File: src/design/oidtl_ram.sv
// Generic simple dual-port RAM, one write and one registered read port.
// No dependencies.
`timescale 1ns / 1ps

module oidtl_ram #(
  parameter int Width = 32,
  parameter int Depth = 64
) (
  input  logic                     clk_i,
  input  logic                     we_i,
  input  logic [$clog2(Depth)-1:0] waddr_i,
  input  logic [Width-1:0]         wdata_i,
  input  logic [$clog2(Depth)-1:0] raddr_i,
  output logic [Width-1:0]         rdata_o
);

  logic [Width-1:0] mem_q [Depth];
  logic [Width-1:0] rdata_q;

  // write and registered read
  always_ff @(posedge clk_i) begin
    if (we_i) begin
      mem_q[waddr_i] <= wdata_i;
    end
    rdata_q <= mem_q[raddr_i];
  end

  assign rdata_o = rdata_q;

endmodule

File: config.mk
export PLATFORM = sky130hd
export DESIGN_NAME = oidtl_ram
export DESIGN_NICKNAME = d
export VERILOG_FILES = /design/src/design/oidtl_ram.sv
export SDC_FILE = /design/constraint.sdc
export NUM_CORES = 2
export LEC_CHECK = 0
export BUFFER_PORTS_ARGS = -buffer_cell sky130_fd_sc_hd__buf_2
export CORE_MARGIN = 1
export CORE_UTILIZATION = 59
export DETAILED_ROUTE_END_ITERATION = 10
export GPL_ROUTABILITY_DRIVEN = 0
export MAX_ROUTING_LAYER = met4
export PLACE_DENSITY = 0.75
export RECOVER_POWER = 25
export SYNTH_ARGS = -nofsm -noshare
export SYNTH_HDL_FRONTEND = slang
export SYNTH_SLANG_ARGS = --single-unit
File: constraint.sdc
create_clock -name clk_i -period 9.8 [get_ports clk_i]
set_clock_uncertainty 0.15 [all_clocks]
set_input_delay 0.49 -clock clk_i [delete_from_list [all_inputs] [get_ports clk_i]]
set_output_delay 0.49 -clock clk_i [all_outputs]
set_load 0.01 [all_outputs]
==> metrics.md <==
| Metric | Value |
|---|---|
| Status | finished with violations |
| Failing checks | capacitance limit, slew limit |
| Nets | 3563 |
| # IOs | 78 |
| Reg2Reg Depth | 4 |
| Minimum hold slack | 0.2280 ns |
| CTS H-tree depth | 4 |
| DR iter-0 viols | 5893 |
| Area grow syn2layout | 11.52% |
| Setup violations, final | 0 |
| Distinct cell type count after synthesis | 34 |
| Multiplexer share of the synthesized area | 16.79% |
| Largest net degree at the start of global routing | 101 |
| Drt pass-1 iters | 7 |
| Die area | 134500 µm² |
| Combinational fraction of design power | 5.1% |
| Starting Density | 59.57% |
| Hold Buf Count CTS | 0 |
| Chip Height | 366.8 µm |
| DRC Markers | 0 |
| PostCTS Resize Cnt | 0 |
| Vias in the first global route | 38570 |
| #FFs+latches synth | 2080 |
| PwrDens | 206.0 nW/µm² |
| Syn Inst Count | 3324 |
| Global route overflow | 0 |
| First-pass GRT wire length | 280.4 mm |
| Seq/Total Area, Yosys | 79.14% |
| Commonest cells after routing, fill and taps aside | edfxtp_1, mux4_2, clkbuf_16 |
| Number of post-CTS setup repair buffers | 0 |
| Synth Warn # | 0 |
| Num CTS Buffers | 191 |
| Complex-gate fraction of the synthesized area | 1.673% |
| Worst Path Arrival | 4.41 ns |
| Worst Setup SP | raddr_i[2] |
| Cell Area, Synth | 78520 µm² |
| Post-DP HPWL | 104.9 mm |
| Period minus WS final | 3.890 ns |
| EDFF count, synth | 2048 |
| Core area | 131800 µm² |
| Clock Power Share | 40.0% |
| Fill cells | 7925 |
| Crit path kind | in2reg |
| Clock Root Buffer | clkbuf_16 |
| Site Rows | 133 |
| Multi-input logic area | 15970 µm² |
| Internal power | 14.25 mW |
| Startpoint class of the critical path | input port |
| RR Startpoint | mem_q[35][14] |
| Switching pwr | 3.787 mW |
| Peak VDD IR | 212.9 µV |
| Switching Share | 21.00% |
| Max cap viols | 20 |
| Total GRT Usage | 31.03% |
| Worst reg2reg endpoint | rdata_o[14] |
| Ratio of cells with drive above 1 in the final layout | 28.20% |
| Final Max Tran Viols | 1301 |
| CTS sink count | 2080 |
| Initial antenna violation count | 20 |
| Worst setup path endpoint | rdata_o[12] |
| Largest family of logic cells by synthesized area | multiplexers |
| Worst R2R Setup Slack | 7.22 ns |
| Leakage | 27.15 nW |
| Vias | 37530 |
| Post-Synth Simple-Gate Area | 1.265% |
| Primary FF master, synth | edfxtp_1 |
| Asr flop ratio synth | 0% |
| Antenna viol nets, final | 0 |
| Seq pwr share | 55.0% |
| Post-Syn Area per Cell | 23.62 µm² |
| CTS tree | yes |
| Fmax | 257.1 MHz |
| Vias per cell | 6.897 |
| Slew @ Worst Pin | 3.559 ns |
| Unrepaired setup endpoints after global routing | no |
| Worst hold-check path type | in2reg |
| Wire per inst | 36.64 µm |
| Crit. End Element | register |
| Flip-flop and latch area | 62140 µm² |
| Synthesized net count | 3370 |
| Worst-path clk slew | 0.07 ns |
| Rel. slew slack | -137.2% |
| WP data required | 10.32 ns |
| CP max FO | 69 |
| CTS max path bufs | 3 |
| IO buf count | 77 |
| Final period util | 39.69% |
| Total Wirelength | 199.4 mm |
| Adder-cell share of the synthesized area | 0% |
| Commonest non-fill, non-tap cell in the layout | edfxtp_1 |
| Setup TNS | 0 ns |
| Fin. Hold Viols | 0 |
| Post-synthesis xor/xnor area fraction | 0% |
| Die width | 366.8 µm |
| Clk_lat worst skew | 0.82 ns |
==> synth_stat cells, drive strengths merged (4+ instances only) <==
cell | instances | area, µm²
a21oi | 62 | 310.3
a22oi | 12 | 90.09
a311oi | 8 | 70.07
a41o | 4 | 40.04
and3 | 4 | 25.02
buf | 108 | 608.1
clkbuf | 74 | 277.8
dfxtp | 32 | 640.6
edfxtp | 2048 | 61500
mux2i | 93 | 930.9
mux4 | 544 | 12250
nand2 | 26 | 97.59
nand2b | 8 | 50.05
nand3 | 5 | 25.02
nand3b | 5 | 37.54
nor2 | 137 | 514.2
nor2b | 15 | 93.84
nor3 | 7 | 35.03
o221ai | 27 | 236.5
o22ai | 84 | 525.5
o32ai | 4 | 35.03
or3b | 5 | 43.80
==> logic make-up (layout without fill, tap and decap cells) <==
group,Yosys count,after routing
flip-flops,2080,2080
AO/OA/AOI/OAI,202,202
other,0,10
multiplexers,637,637
AND/OR/NAND/NOR,223,223
buffers and inverters,182,535
==> sequential cells by signal (all words and copies together), names as in the netlist <==
register,cells
rdata_o,32
mem_q,2048
==> layout make-up <==
class	instances	area share, %
antenna	10	0.02858
clock buffer	253	6.046
clock inverter	100	0.8502
multi-input combinational	1062	18.24
sequential	2080	70.97
tap	1755	2.508
timing repair buffer	182	1.360
==> worst min-delay path by stage <==
stage                        startpoint       endpoint  slack [ns]  depth (start not counted)
after floorplan              wdata_i[0]    mem_q[0][0]        0.44                          0
after global placement    mem_q[12][17]    rdata_o[17]        0.57                          4
after detailed placement   mem_q[12][4]     rdata_o[4]        0.58                          4
after CTS                    waddr_i[2]  mem_q[53][10]        0.18                          3
after global routing         waddr_i[2]  mem_q[53][24]        0.23                          3
final                        waddr_i[2]  mem_q[52][24]        0.23                          3
==> critical path: stages <==
cell      delay (ns)
buf_8           0.53
buf_4           0.79
buf_4           0.86
mux4_2          0.43
o221ai_1        0.26
a21oi_1         0.15
a21oi_1         0.67
nor2_1          0.09
==> power groups by stage <==
stage | combinational (mW) | sequential (mW) | clock, mW
floorplan | 0.479 | 10.1 | 0
global placement | 0.874 | 10.1 | 0
detailed placement | 0.904 | 10.1 | 0
CTS | 0.910 | 9.90 | 7.25
global route | 0.944 | 9.92 | 7.58
finish | 0.911 | 9.92 | 7.21
==> routing by layer <==
metal  global-route usage (%)  routed length (µm)
met4                    13.93               10100
met1                    39.82               67700
met2                    48.19               97180
met5                        -                   0
met3                    6.874               24410
==> metrics by stage <==
stage / util (%) / power (mW) / setup slack [ns] / instances / area [µm²]
after floorplan: - / 10.54 / 6.000 / 3324 / 78520
after global placement: 61.88 / 10.96 / 5.079 / 5079 / 81550
after detailed placement: 61.88 / 10.99 / 5.042 / 5079 / 81550
after CTS: 66.46 / 18.06 / 5.901 / 5432 / 87590
after global routing: 66.43 / 18.44 / 5.715 / 5438 / 87550
final: 66.44 / 18.04 / 5.910 / 5442 / 87560
No activity file was read; power rests on OpenSTA's default activity.
