==> config.mk <==
export PLATFORM = sky130hd
export DESIGN_NAME = oidtl_cell
export DESIGN_NICKNAME = d
export VERILOG_FILES = /design/src/design/oidtl_pkg.sv /design/src/design/oidtl_cell.sv
export SDC_FILE = /design/constraint.sdc
export NUM_CORES = 1
export LEC_CHECK = 0
export ABC_AREA = 1
export BUFFER_PORTS_ARGS = -buffer_cell sky130_fd_sc_hd__buf_2
export CAP_MARGIN = 20
export CORE_ASPECT_RATIO = 1.1
export CORE_MARGIN = 3
export CORE_UTILIZATION = 40
export DETAILED_ROUTE_END_ITERATION = 16
export PLACE_DENSITY = 0.8
export SYNTH_ARGS = -nofsm -noshare
export SYNTH_HDL_FRONTEND = slang
export SYNTH_SLANG_ARGS = --single-unit
==> constraint.sdc <==
create_clock -name clk_i -period 1.65 [get_ports clk_i]
set_input_delay 0.0825 -clock clk_i [delete_from_list [all_inputs] [get_ports clk_i]]
set_output_delay 0.0825 -clock clk_i [all_outputs]
set_load 0.1 [all_outputs]
==> src/design/oidtl_pkg.sv <==
// Shared package for the object identifier table block.
// Holds request kind codes, status codes, compare codes, field widths and default sizes; no dependencies.
`timescale 1ns / 1ps

package oidtl_pkg;

  // default table size and arc limit
  localparam int TableEntriesDef = 32;
  localparam int MaxArcsDef      = 16;

  // fixed field widths
  localparam int ArcW    = 32;
  localparam int IndexW  = 5;

  // request kinds
  typedef enum logic [1:0] {
    KIND_REGISTER = 2'd0,
    KIND_EXACT    = 2'd1,
    KIND_NEXT     = 2'd2,
    KIND_CLEAR    = 2'd3
  } kind_e;

  // result status codes
  typedef enum logic [1:0] {
    ST_OK        = 2'd0,
    ST_NOT_FOUND = 2'd1,
    ST_FULL      = 2'd2,
    ST_BAD_LEN   = 2'd3
  } status_e;

  // running result of an arc-by-arc compare
  typedef enum logic [1:0] {
    CMP_EQ = 2'd0,
    CMP_LT = 2'd1,
    CMP_GT = 2'd2
  } cmp_e;

endpackage

==> src/design/oidtl_cell.sv <==
// One arc position of the key, candidate and best rings.
// Depends on oidtl_pkg for the arc width.
`timescale 1ns / 1ps

module oidtl_cell (
  input  logic                       clk_i,
  input  logic                       load_i,
  input  logic [oidtl_pkg::ArcW-1:0] load_arc_i,
  input  logic                       key_rot_i,
  input  logic [oidtl_pkg::ArcW-1:0] key_nb_i,
  input  logic                       cand_shift_i,
  input  logic [oidtl_pkg::ArcW-1:0] cand_nb_i,
  input  logic                       best_rot_i,
  input  logic                       best_copy_i,
  input  logic [oidtl_pkg::ArcW-1:0] best_nb_i,
  output logic [oidtl_pkg::ArcW-1:0] key_o,
  output logic [oidtl_pkg::ArcW-1:0] cand_o,
  output logic [oidtl_pkg::ArcW-1:0] best_o
);

  logic [oidtl_pkg::ArcW-1:0] key_q, key_d;
  logic [oidtl_pkg::ArcW-1:0] cand_q, cand_d;
  logic [oidtl_pkg::ArcW-1:0] best_q, best_d;

  // next values: load or rotate key, shift candidate, copy or rotate best
  always_comb begin
    key_d = key_q;
    if (load_i) begin
      key_d = load_arc_i;
    end else if (key_rot_i) begin
      key_d = key_nb_i;
    end
    cand_d = cand_shift_i ? cand_nb_i : cand_q;
    best_d = best_q;
    if (best_copy_i) begin
      best_d = cand_d;
    end else if (best_rot_i) begin
      best_d = best_nb_i;
    end
  end

  always_ff @(posedge clk_i) begin
    key_q  <= key_d;
    cand_q <= cand_d;
    best_q <= best_d;
  end

  assign key_o  = key_q;
  assign cand_o = cand_q;
  assign best_o = best_q;

endmodule

==> results of run 1 <==
[metal layers]
layer	GRT usage (%)	up-vias	wire length [um]
met4	10.6	6	409
li1	-	2032	-
met1	24.5	1879	5120
met3	7.58	38	1320
met2	40.4	214	6820
met5	0	-	54
[cells in the mapped netlist]
cell type and n:
inv_2 2, edfxtp_1 64, inv_4 1, dfxtp_1 32, nand2_1 224, or2_2 2
buf_6 4, buf_4 6, and2_1 32, inv_1 64, nand3_1 32, buf_2 11
[repair_timing]
action	4_1_cts	5_1_grt
hold buffers	72	0
endpoints found under the hold margin	52	0
resized for setup	0	0
[layout by cell type, fill, tap and decap left out]
master and instances:
and2_1 32, buf_2 229, buf_4 3, bufinv_16 1
clkbuf_1 1, clkbuf_8 9, clkinv_2 3, clkinvlp_4 2
dfxtp_1 32, dlygate4sd3_1 72, edfxtp_1 64, inv_1 64
inv_2 2, inv_4 1, nand2_1 224, nand3_1 32
or2_2 2
[flip-flops by register name, indices dropped and copies added (netlist names)]
signal	cells
key_o	32
best_o	32
cand_o	32
[where the power goes]
group / internal [W] / leakage (nW) / switching [W] / total [W]
combinational: 0.000528 / 2.36 / 0.00220 / 0.00273
clock: 0.000694 / 0.0920 / 0.000820 / 0.00151
sequential: 0.00283 / 0.928 / 0.0000909 / 0.00293
[kinds of logic (layout without fill, tap and decap cells)]
family | Yosys count | after routing
AND/OR/NAND/NOR | 290 | 290
buffers and inverters | 88 | 387
flip-flops | 96 | 96
[cell type report]
type | count | area [sq um]
fill | 807 | 3750
timing repair buffer | 304 | 1890
multi-input combinational | 290 | 1210
clock buffer | 10 | 128
inverter | 67 | 254
clock inverter | 6 | 60.1
tap | 140 | 175
sequential | 96 | 2560
[per-stage QoR]
step	cell area, sq um	utilization, %	setup WS [ns]
floorplan	4180	-	0.301
global placement	5370	53.6	0.310
detailed placement	5370	53.6	0.280
CTS	6280	62.6	0.243
global route	6280	62.6	0.123
finish	6280	62.6	0.157
[path summary, 6_finish.rpt]
kind,slack [ns],cells past startpoint,end
worst min register to register,0.57,3,cand_o[13]$_DFF_P_
worst max register to register,0.79,4,best_o[23]$_DFFE_PP_
worst max-delay path,0.16,6,key_o[26]$_DFFE_PP_
worst min-delay path,0.01,3,best_o[29]$_DFFE_PP_
[worst min-delay path: stages]
cell and delay [ns]:
buf_2 0.09, nand2_1 0.04, nand2_1 0.06
==> flow_summary.yaml, run 1 <==
run_status:
  status: "finished, final reports clean"
clock_tree:
  tritoncts: "yes"
  numClockSinks: 96
  clkLatencyLatePin_ns: 0.35
  clock-root-buffer: "clkbuf_8"
  cts_buffer_depth: 2
  path_clk_slew_ns: 0.09
  numCtsBuffers: 9
  cts_setup_buffers: 0
  cts_htree_levels: 3
sta:
  worst_pin_slew_ns: 0.849
  skew_ns: 0.00637
  holdWs_ns: 0.0148
  timing.slew.headroom_pct: 43.4
  rsz0062_at_grt: "no"
  final_max_slew_viol_count: 0
  post-route-period-util_pct: 90.5
  max_clock_freq_ghz: 0.670
  setup_viol: 0
  hold_viol_final: 0
  fin_crit_ns: 1.49
  tns_ns: 0
synthesis:
  synth_xor_xnor_area_share_pct: 0
  synthMuxAreaShare_pct: 0
  yosysWarnings: 0
  yosys.area_share.adder_pct: 0
  synth_nets: 608
  synth_compound_area_share_pct: 0
  yosys-top-cells-area: "edfxtp_1 (46%), nand2_1 (20%), dfxtp_1 (15%), inv_1 (5.8%), and2_1 (4.8%)"
  synth_area_leader_cell: "edfxtp_1"
  yosysTopAreaCellShare_pct: 46.0
  yosys.cell_types.count: 12
  synthSimpleGateAreaFrac_pct: 29.1
  synth_seq_cells: 96
  avgSynthCellArea_sq_um: 8.81
  syn_inst: 474
  ys_seq_area_share_pct: 61.4
  synth_top_family_by_area: "simple AND/OR/NAND/NOR gates"
  syn-cell-area_sq_um: 4180
setup_path:
  crit_chain: "buf_2 -> buf_4 -> inv_2 -> nand2_1 -> nand2_1 -> dlygate4sd3_1"
  path_max_fanout: 33
  critPathArrivalTime_ns: 1.60
  end_kind: "flop"
  required_ns: 1.76
  cp_slowest_cell: "dlygate4sd3_1"
  cp_num_buf_inv: 4
  critPathKind: "in -> reg"
  cpMostUsedCell: "nand2_1"
  r2r-start: "cand_o[23]$_DFF_P_"
  max_stage_delay_ns: 0.57
  cp_top_family: "buffers and inverters"
  worstSetupStartpointType: "input port"
  cp-startpoint: "load_i"
global_route:
  antenna_found_initial: 4
  grt_pass1_vias: 4380
  grt_pass1_wl_um: 20700
  grt_max_degree: 34
  gr-total-overflow: 0
  grt_use_total_pct: 23.0
place:
  placed_cells: 825
  io_buffers: 229
  place_congestion: 0.825
  dp_hpwl_um: 8840
finish:
  finalNonFillerCells: 913
  nets: 902
  drive_gt1_share_pct: 32.6
  area_growth_pct: 50.5
  n_antenna_cell: 0
routing:
  drcViolationCount: 0
  via_count: 4169
  dr.pass1.iters: 4
  route.antenna.remaining_nets: 0
  wl_per_cell_um: 15.0
  avgViaCountPerCell: 4.57
  finalWirelength_um: 13700
  detail_route.iter0.violations: 204
min_path:
  hold_start: "best_nb_i[29]"
  hp-class: "in -> reg"
floorplanning:
  die_w_um: 103
  core_sq_um: 10000
  die_h_um: 113
  initial_core_util_pct: 41.6
  die_area_sq_um: 11700
  ios: 230
  num_rows: 38
power:
  p_per_area_nw_per_um2: 1140
  ir_drop_mv: 0.708
  leakagePower_nw: 3.38
  p_total_w: 0.00717
flow_run:
  maxCapViolCount: 0
Power figures use the tool's default switching activity.
==> run 2: changes to the inputs <==
- CORE_ASPECT_RATIO: 1.1 -> 2
- SETUP_SLACK_MARGIN: unset -> 0.15
==> run 2 against run 1 <==
Global-route usage decreased by 3.8 points; worst hold slack improved by 0.0021 ns; maximum frequency is 20% higher; non-clock buffer count is 71 lower; highest routed layer is now met4; first-iteration DRC count is 30% lower; combinational power down 7%; largest cell class unchanged; clock power is 42% higher.
==> flow_summary.yaml, run 2 (synthesized netlist as in run 1, its figures left out) <==
run_status:
  status: "finished, final reports clean"
clock_tree:
  clkLatencyLatePin_ns: 0.33
  path_clk_slew_ns: 0.07
  numClockSinks: 96
  numCtsBuffers: 9
  clock-root-buffer: "clkbuf_16"
  cts_buffer_depth: 2
  cts_htree_levels: 3
  tritoncts: "yes"
finish:
  finalNonFillerCells: 837
  stdcell_area_sq_um: 5690
  layout_commonest_cell: "buf_2"
  layout_common_cells: "buf_2 (229), nand2_1 (224), inv_1 (64), edfxtp_1 (64)"
  area_growth_pct: 36.3
  n_antenna_cell: 0
  nets: 831
  drive_gt1_share_pct: 35.9
  fill_cells: 913
power:
  internal_power_w: 0.00451
  seq_power_share_pct: 38.3
  p_total_w: 0.00763
  leakagePower_nw: 3.14
  p_per_area_nw_per_um2: 1340
  swShare_pct: 40.8
  p_clk_share_pct: 28.2
  ir_drop_mv: 0.685
  switchingPower_w: 0.00312
  comb_power_share_pct: 33.5
floorplanning:
  die_w_um: 78.2
  initial_core_util_pct: 41.1
  die_area_sq_um: 11800
  core_sq_um: 10100
  ios: 230
  die_h_um: 150
  num_rows: 52
place:
  place_congestion: 0.813
  place_area_sq_um: 5370
  placed_cells: 820
  io_buffers: 229
  dp_hpwl_um: 8580
setup_path:
  path_max_fanout: 1
  cp-startpoint: "best_o[10]$_DFFE_PP_"
  r2r-start: "cand_o[16]$_DFF_P_"
  cp_slowest_cell: "buf_2"
  max_stage_delay_ns: 0.44
  end_kind: "output pin"
  critPathKind: "reg -> out"
  required_ns: 1.57
  cp_top_family: "buffers and inverters"
  worstSetupStartpointType: "flop"
  crit_chain: "buf_2"
  critPathArrivalTime_ns: 1.16
  cp_num_buf_inv: 1
sta:
  hold_viol_final: 0
  fin_crit_ns: 1.24
  setup_viol: 0
  skew_ns: 0.0100
  final_max_slew_viol_count: 0
  max_clock_freq_ghz: 0.805
  timing.slew.headroom_pct: 45.9
  tns_ns: 0
  rsz0062_at_grt: "no"
  post-route-period-util_pct: 75.3
  worst_pin_slew_ns: 0.812
global_route:
  grt_max_degree: 34
  grt_pass1_vias: 3829
  grt_use_total_pct: 19.2
  antenna_found_initial: 0
  grt_pass1_wl_um: 17600
  gr-total-overflow: 0
routing:
  detail_route.iter0.violations: 143
  route.antenna.remaining_nets: 0
  finalWirelength_um: 11200
  drcViolationCount: 0
  via_count: 3742
  dr.pass1.iters: 6
  wl_per_cell_um: 13.4
  avgViaCountPerCell: 4.47
flow_run:
  maxCapViolCount: 0
min_path:
  hold_start: "best_nb_i[3]"
  hp-class: "in -> reg"
## run 2: changes by cell type in the layout (fill, tap and decap cells not counted), sizes merged
| cell | delta |
|---|---|
| dlygate4sd3 | -71 |
| clkbuf | +1 |
| clkinvlp | -1 |
| inv | +2 |
| clkinv | -2 |
## run 2: stage by stage
stage                     setup slack (ns)  utilization, %  hold slack (ns)
after floorplan                      0.301               -            0.261
after global placement               0.352            52.9            0.353
after detailed placement             0.315            52.9            0.357
after CTS                            0.383            56.1         0.000323
after global routing                 0.370            56.1           0.0119
final                                0.408            56.1           0.0170
## run 2: area by class of cell
class                      count  area, sq um  share of cell area (%)
sequential                    96         2560                    45.0
multi-input combinational    290         1210                    21.3
timing repair buffer         233         1180                    20.7
clock buffer                  11          254                    4.46
inverter                      67          254                    4.46
tap                          135          169                    2.97
clock inverter                 5         60.1                    1.06
## run 2: worst reg2reg max path, delay by kind of cell (launching register included)
kind,cells,cell delay (ns)
AND/OR/NAND/NOR,3,0.21
flip-flops,1,0.33
buffers and inverters,1,0.05
## run 2: what timing repair did
action | 4_1_cts | 5_1_grt
buffers inserted | 0 | 0
hold endpoints to repair | 1 | 0
gates resized for setup | 0 | 0
setup endpoints to repair | 0 | 0
hold buffers | 1 | 0
## run 2: power groups by stage
stage               clock network, W  registers (W)  logic [W]
global placement                   0        0.00297    0.00254
detailed placement                 0        0.00297    0.00256
floorplan                          0        0.00471   0.000354
CTS                          0.00221        0.00292    0.00257
finish                       0.00215        0.00292    0.00255
global route                 0.00229        0.00294    0.00267
## run 2: final timing paths
kind | to | slack (ns) | depth (start not counted)
setup reg to reg | best_o[16]$_DFFE_PP_ | 0.82 | 4
setup / recovery | best_o[10] | 0.41 | 1
hold / removal | best_o[3]$_DFFE_PP_ | 0.02 | 3
hold reg to reg | cand_o[10]$_DFF_P_ | 0.56 | 3
## run 2: routing by layer
layer	global-route usage (%)	up-vias	wire length [um]
li1	-	1888	-
met5	0	-	0
met4	7.27	0	214
met2	35.9	169	6030
met3	4.97	19	864
met1	20.3	1666	4080
==> run 3: changes to the inputs <==
- PLACE_DENSITY: 0.8 -> 0.83
- clock period: 1.65 -> 1 ns (I/O delays scaled with it)
==> run 3 against run 2 <==
The flow now finishes with violations (setup timing); utilization rose by 25 points; worst setup slack got worse by 0.49 ns; combinational power rose by 130%; first-iteration DRC count rose by 73%; via count rose by 18%; clock power rose by 58%; register-to-register slack got worse by 0.70 ns; critical path depth did not move; design area rose by 45%; count of clock-buffer cells in the layout did not move; worst hold slack got worse by 0.0077 ns; critical endpoint is now best_o[6]; largest cell class is now non-clock buffers.
==> flow_summary.yaml, run 3 (synthesized netlist as in run 1, its figures left out) <==
run_status:
  status: "finished with violations"
  violations: "setup timing"
floorplanning:
  core_sq_um: 10100
  die_w_um: 78.2
  initial_core_util_pct: 41.1
  ios: 230
  die_h_um: 150
  num_rows: 52
  die_area_sq_um: 11800
finish:
  fill_cells: 547
  nets: 912
  drive_gt1_share_pct: 46.1
  n_antenna_cell: 0
  layout_common_cells: "nand2_1 (198), buf_2 (133), buf_12 (101)"
  layout_commonest_cell: "nand2_1"
  area_growth_pct: 97.3
  finalNonFillerCells: 918
setup_path:
  cp_slowest_cell: "edfxtp_1"
  crit_chain: "buf_12"
  worstSetupStartpointType: "flop"
  max_stage_delay_ns: 0.48
  r2r-start: "cand_o[6]$_DFF_P_"
  required_ns: 0.95
  cp_num_buf_inv: 1
  critPathArrivalTime_ns: 1.04
  r2r_cells: 4
  cp_top_family: "flip-flops"
  r2r-end: "best_o[6]$_DFFE_PP_"
  end_kind: "output pin"
  r2r_setup_slack_ns: 0.12
  cp_num_cells: 1
  critPathKind: "reg -> out"
  path_max_fanout: 1
place:
  place_congestion: 0.822
  placed_cells: 827
  dp_hpwl_um: 9860
  io_buffers: 229
power:
  p_clk_share_pct: 23.5
  swShare_pct: 39.1
  p_per_area_nw_per_um2: 1750
  seq_power_share_pct: 35.4
  switchingPower_w: 0.00564
  comb_power_share_pct: 41.1
  leakagePower_nw: 4.03
  ir_drop_mv: 1.18
  internal_power_w: 0.00878
global_route:
  antenna_found_initial: 0
  gr-total-overflow: 0
  grt_max_degree: 33
  grt_pass1_wl_um: 23700
  grt_pass1_vias: 4724
  grt_use_total_pct: 26.7
sta:
  tns_ns: -0.500
  final.setup.worst_slack_ns: -0.0852
  skew_ns: 0.0127
  rsz0062_at_grt: "yes"
  hold_viol_final: 0
  final_max_slew_viol_count: 0
  max_clock_freq_ghz: 0.921
  setup_viol: 23
  post-route-period-util_pct: 109
  worst_pin_slew_ns: 0.531
  fin_crit_ns: 1.09
  timing.slew.headroom_pct: 64.5
routing:
  route.antenna.remaining_nets: 0
  wl_per_cell_um: 17.9
  detail_route.iter0.violations: 247
  dr.pass1.iters: 5
  drcViolationCount: 0
  avgViaCountPerCell: 4.81
  finalWirelength_um: 16400
  via_count: 4416
clock_tree:
  numClockSinks: 96
  cts_buffer_depth: 2
  tritoncts: "yes"
  numCtsBuffers: 9
  cts_htree_levels: 3
  clkLatencyLatePin_ns: 0.34
  cts_setup_buffers: 0
  clock-root-buffer: "clkbuf_16"
  path_clk_slew_ns: 0.08
flow_run:
  maxCapViolCount: 0
min_path:
  hold_end: "best_o[31]$_DFFE_PP_"
  min_path_cells: 3
  hp-class: "in -> reg"
  hold_start: "best_nb_i[31]"
run 3: worst max path at each step:
stage,from,endpoint,slack [ns]
after floorplan,best_o[0]$_DFFE_PP_,best_o[0],0.05
after global placement,load_i,key_o[0]$_DFFE_PP_,-0.08
after detailed placement,load_i,key_o[31]$_DFFE_PP_,-0.11
after CTS,key_o[17]$_DFFE_PP_,key_o[17],-0.04
after global routing,best_o[6]$_DFFE_PP_,best_o[6],-0.11
final,best_o[6]$_DFFE_PP_,best_o[6],-0.09
run 3: layer usage:
layer	routed length, um	vias up	global-route usage (%)
li1	-	2051	-
met2	8890	268	48.6
met1	5270	2038	25.6
met5	0	-	0
met3	1330	59	8.14
met4	896	0	16.9
run 3: final cells by class:
cell class / count / area, sq um / area share (%)
Timing Repair Buffer: 314 / 3480 / 42.2
Sequential cell: 96 / 2680 / 32.6
Multi-Input combinational cell: 290 / 1360 / 16.6
Inverter: 67 / 254 / 3.08
Clock buffer: 11 / 233 / 2.83
Tap cell: 135 / 169 / 2.05
Clock inverter: 5 / 58.8 / 0.714
run 3: power by group through the flow:
stage                     sequential [W]  clock (W)  combinational, W
after floorplan                  0.00781          0          0.000588
after global placement           0.00515          0           0.00547
after detailed placement         0.00517          0           0.00554
after CTS                        0.00508    0.00339           0.00576
after global routing             0.00513    0.00363           0.00610
final                            0.00510    0.00339           0.00593
run 3: timing repair:
action,4_1_cts,5_1_grt
endpoints found under the setup margin,97,118
pin swaps,0,11
hold endpoints to repair,49,4
hold buffers,71,4
gates resized for setup,1,41
run 3: per-stage QoR:
step	setup WS (ns)	power, W	utilization [%]	hold slack [ns]	cell area (sq um)
3_5_place_dp	-0.111	0.0107	69.5	0.316	7050
6_report	-0.0852	0.0144	81.2	0.00926	8240
2_1_floorplan	0.0460	0.00840	-	0.229	4310
3_3_place_gp	-0.0778	0.0106	69.5	0.313	7050
4_1_cts	-0.0382	0.0142	79.4	0.00281	8060
5_1_grt	-0.114	0.0149	81.2	-0.00124	8240
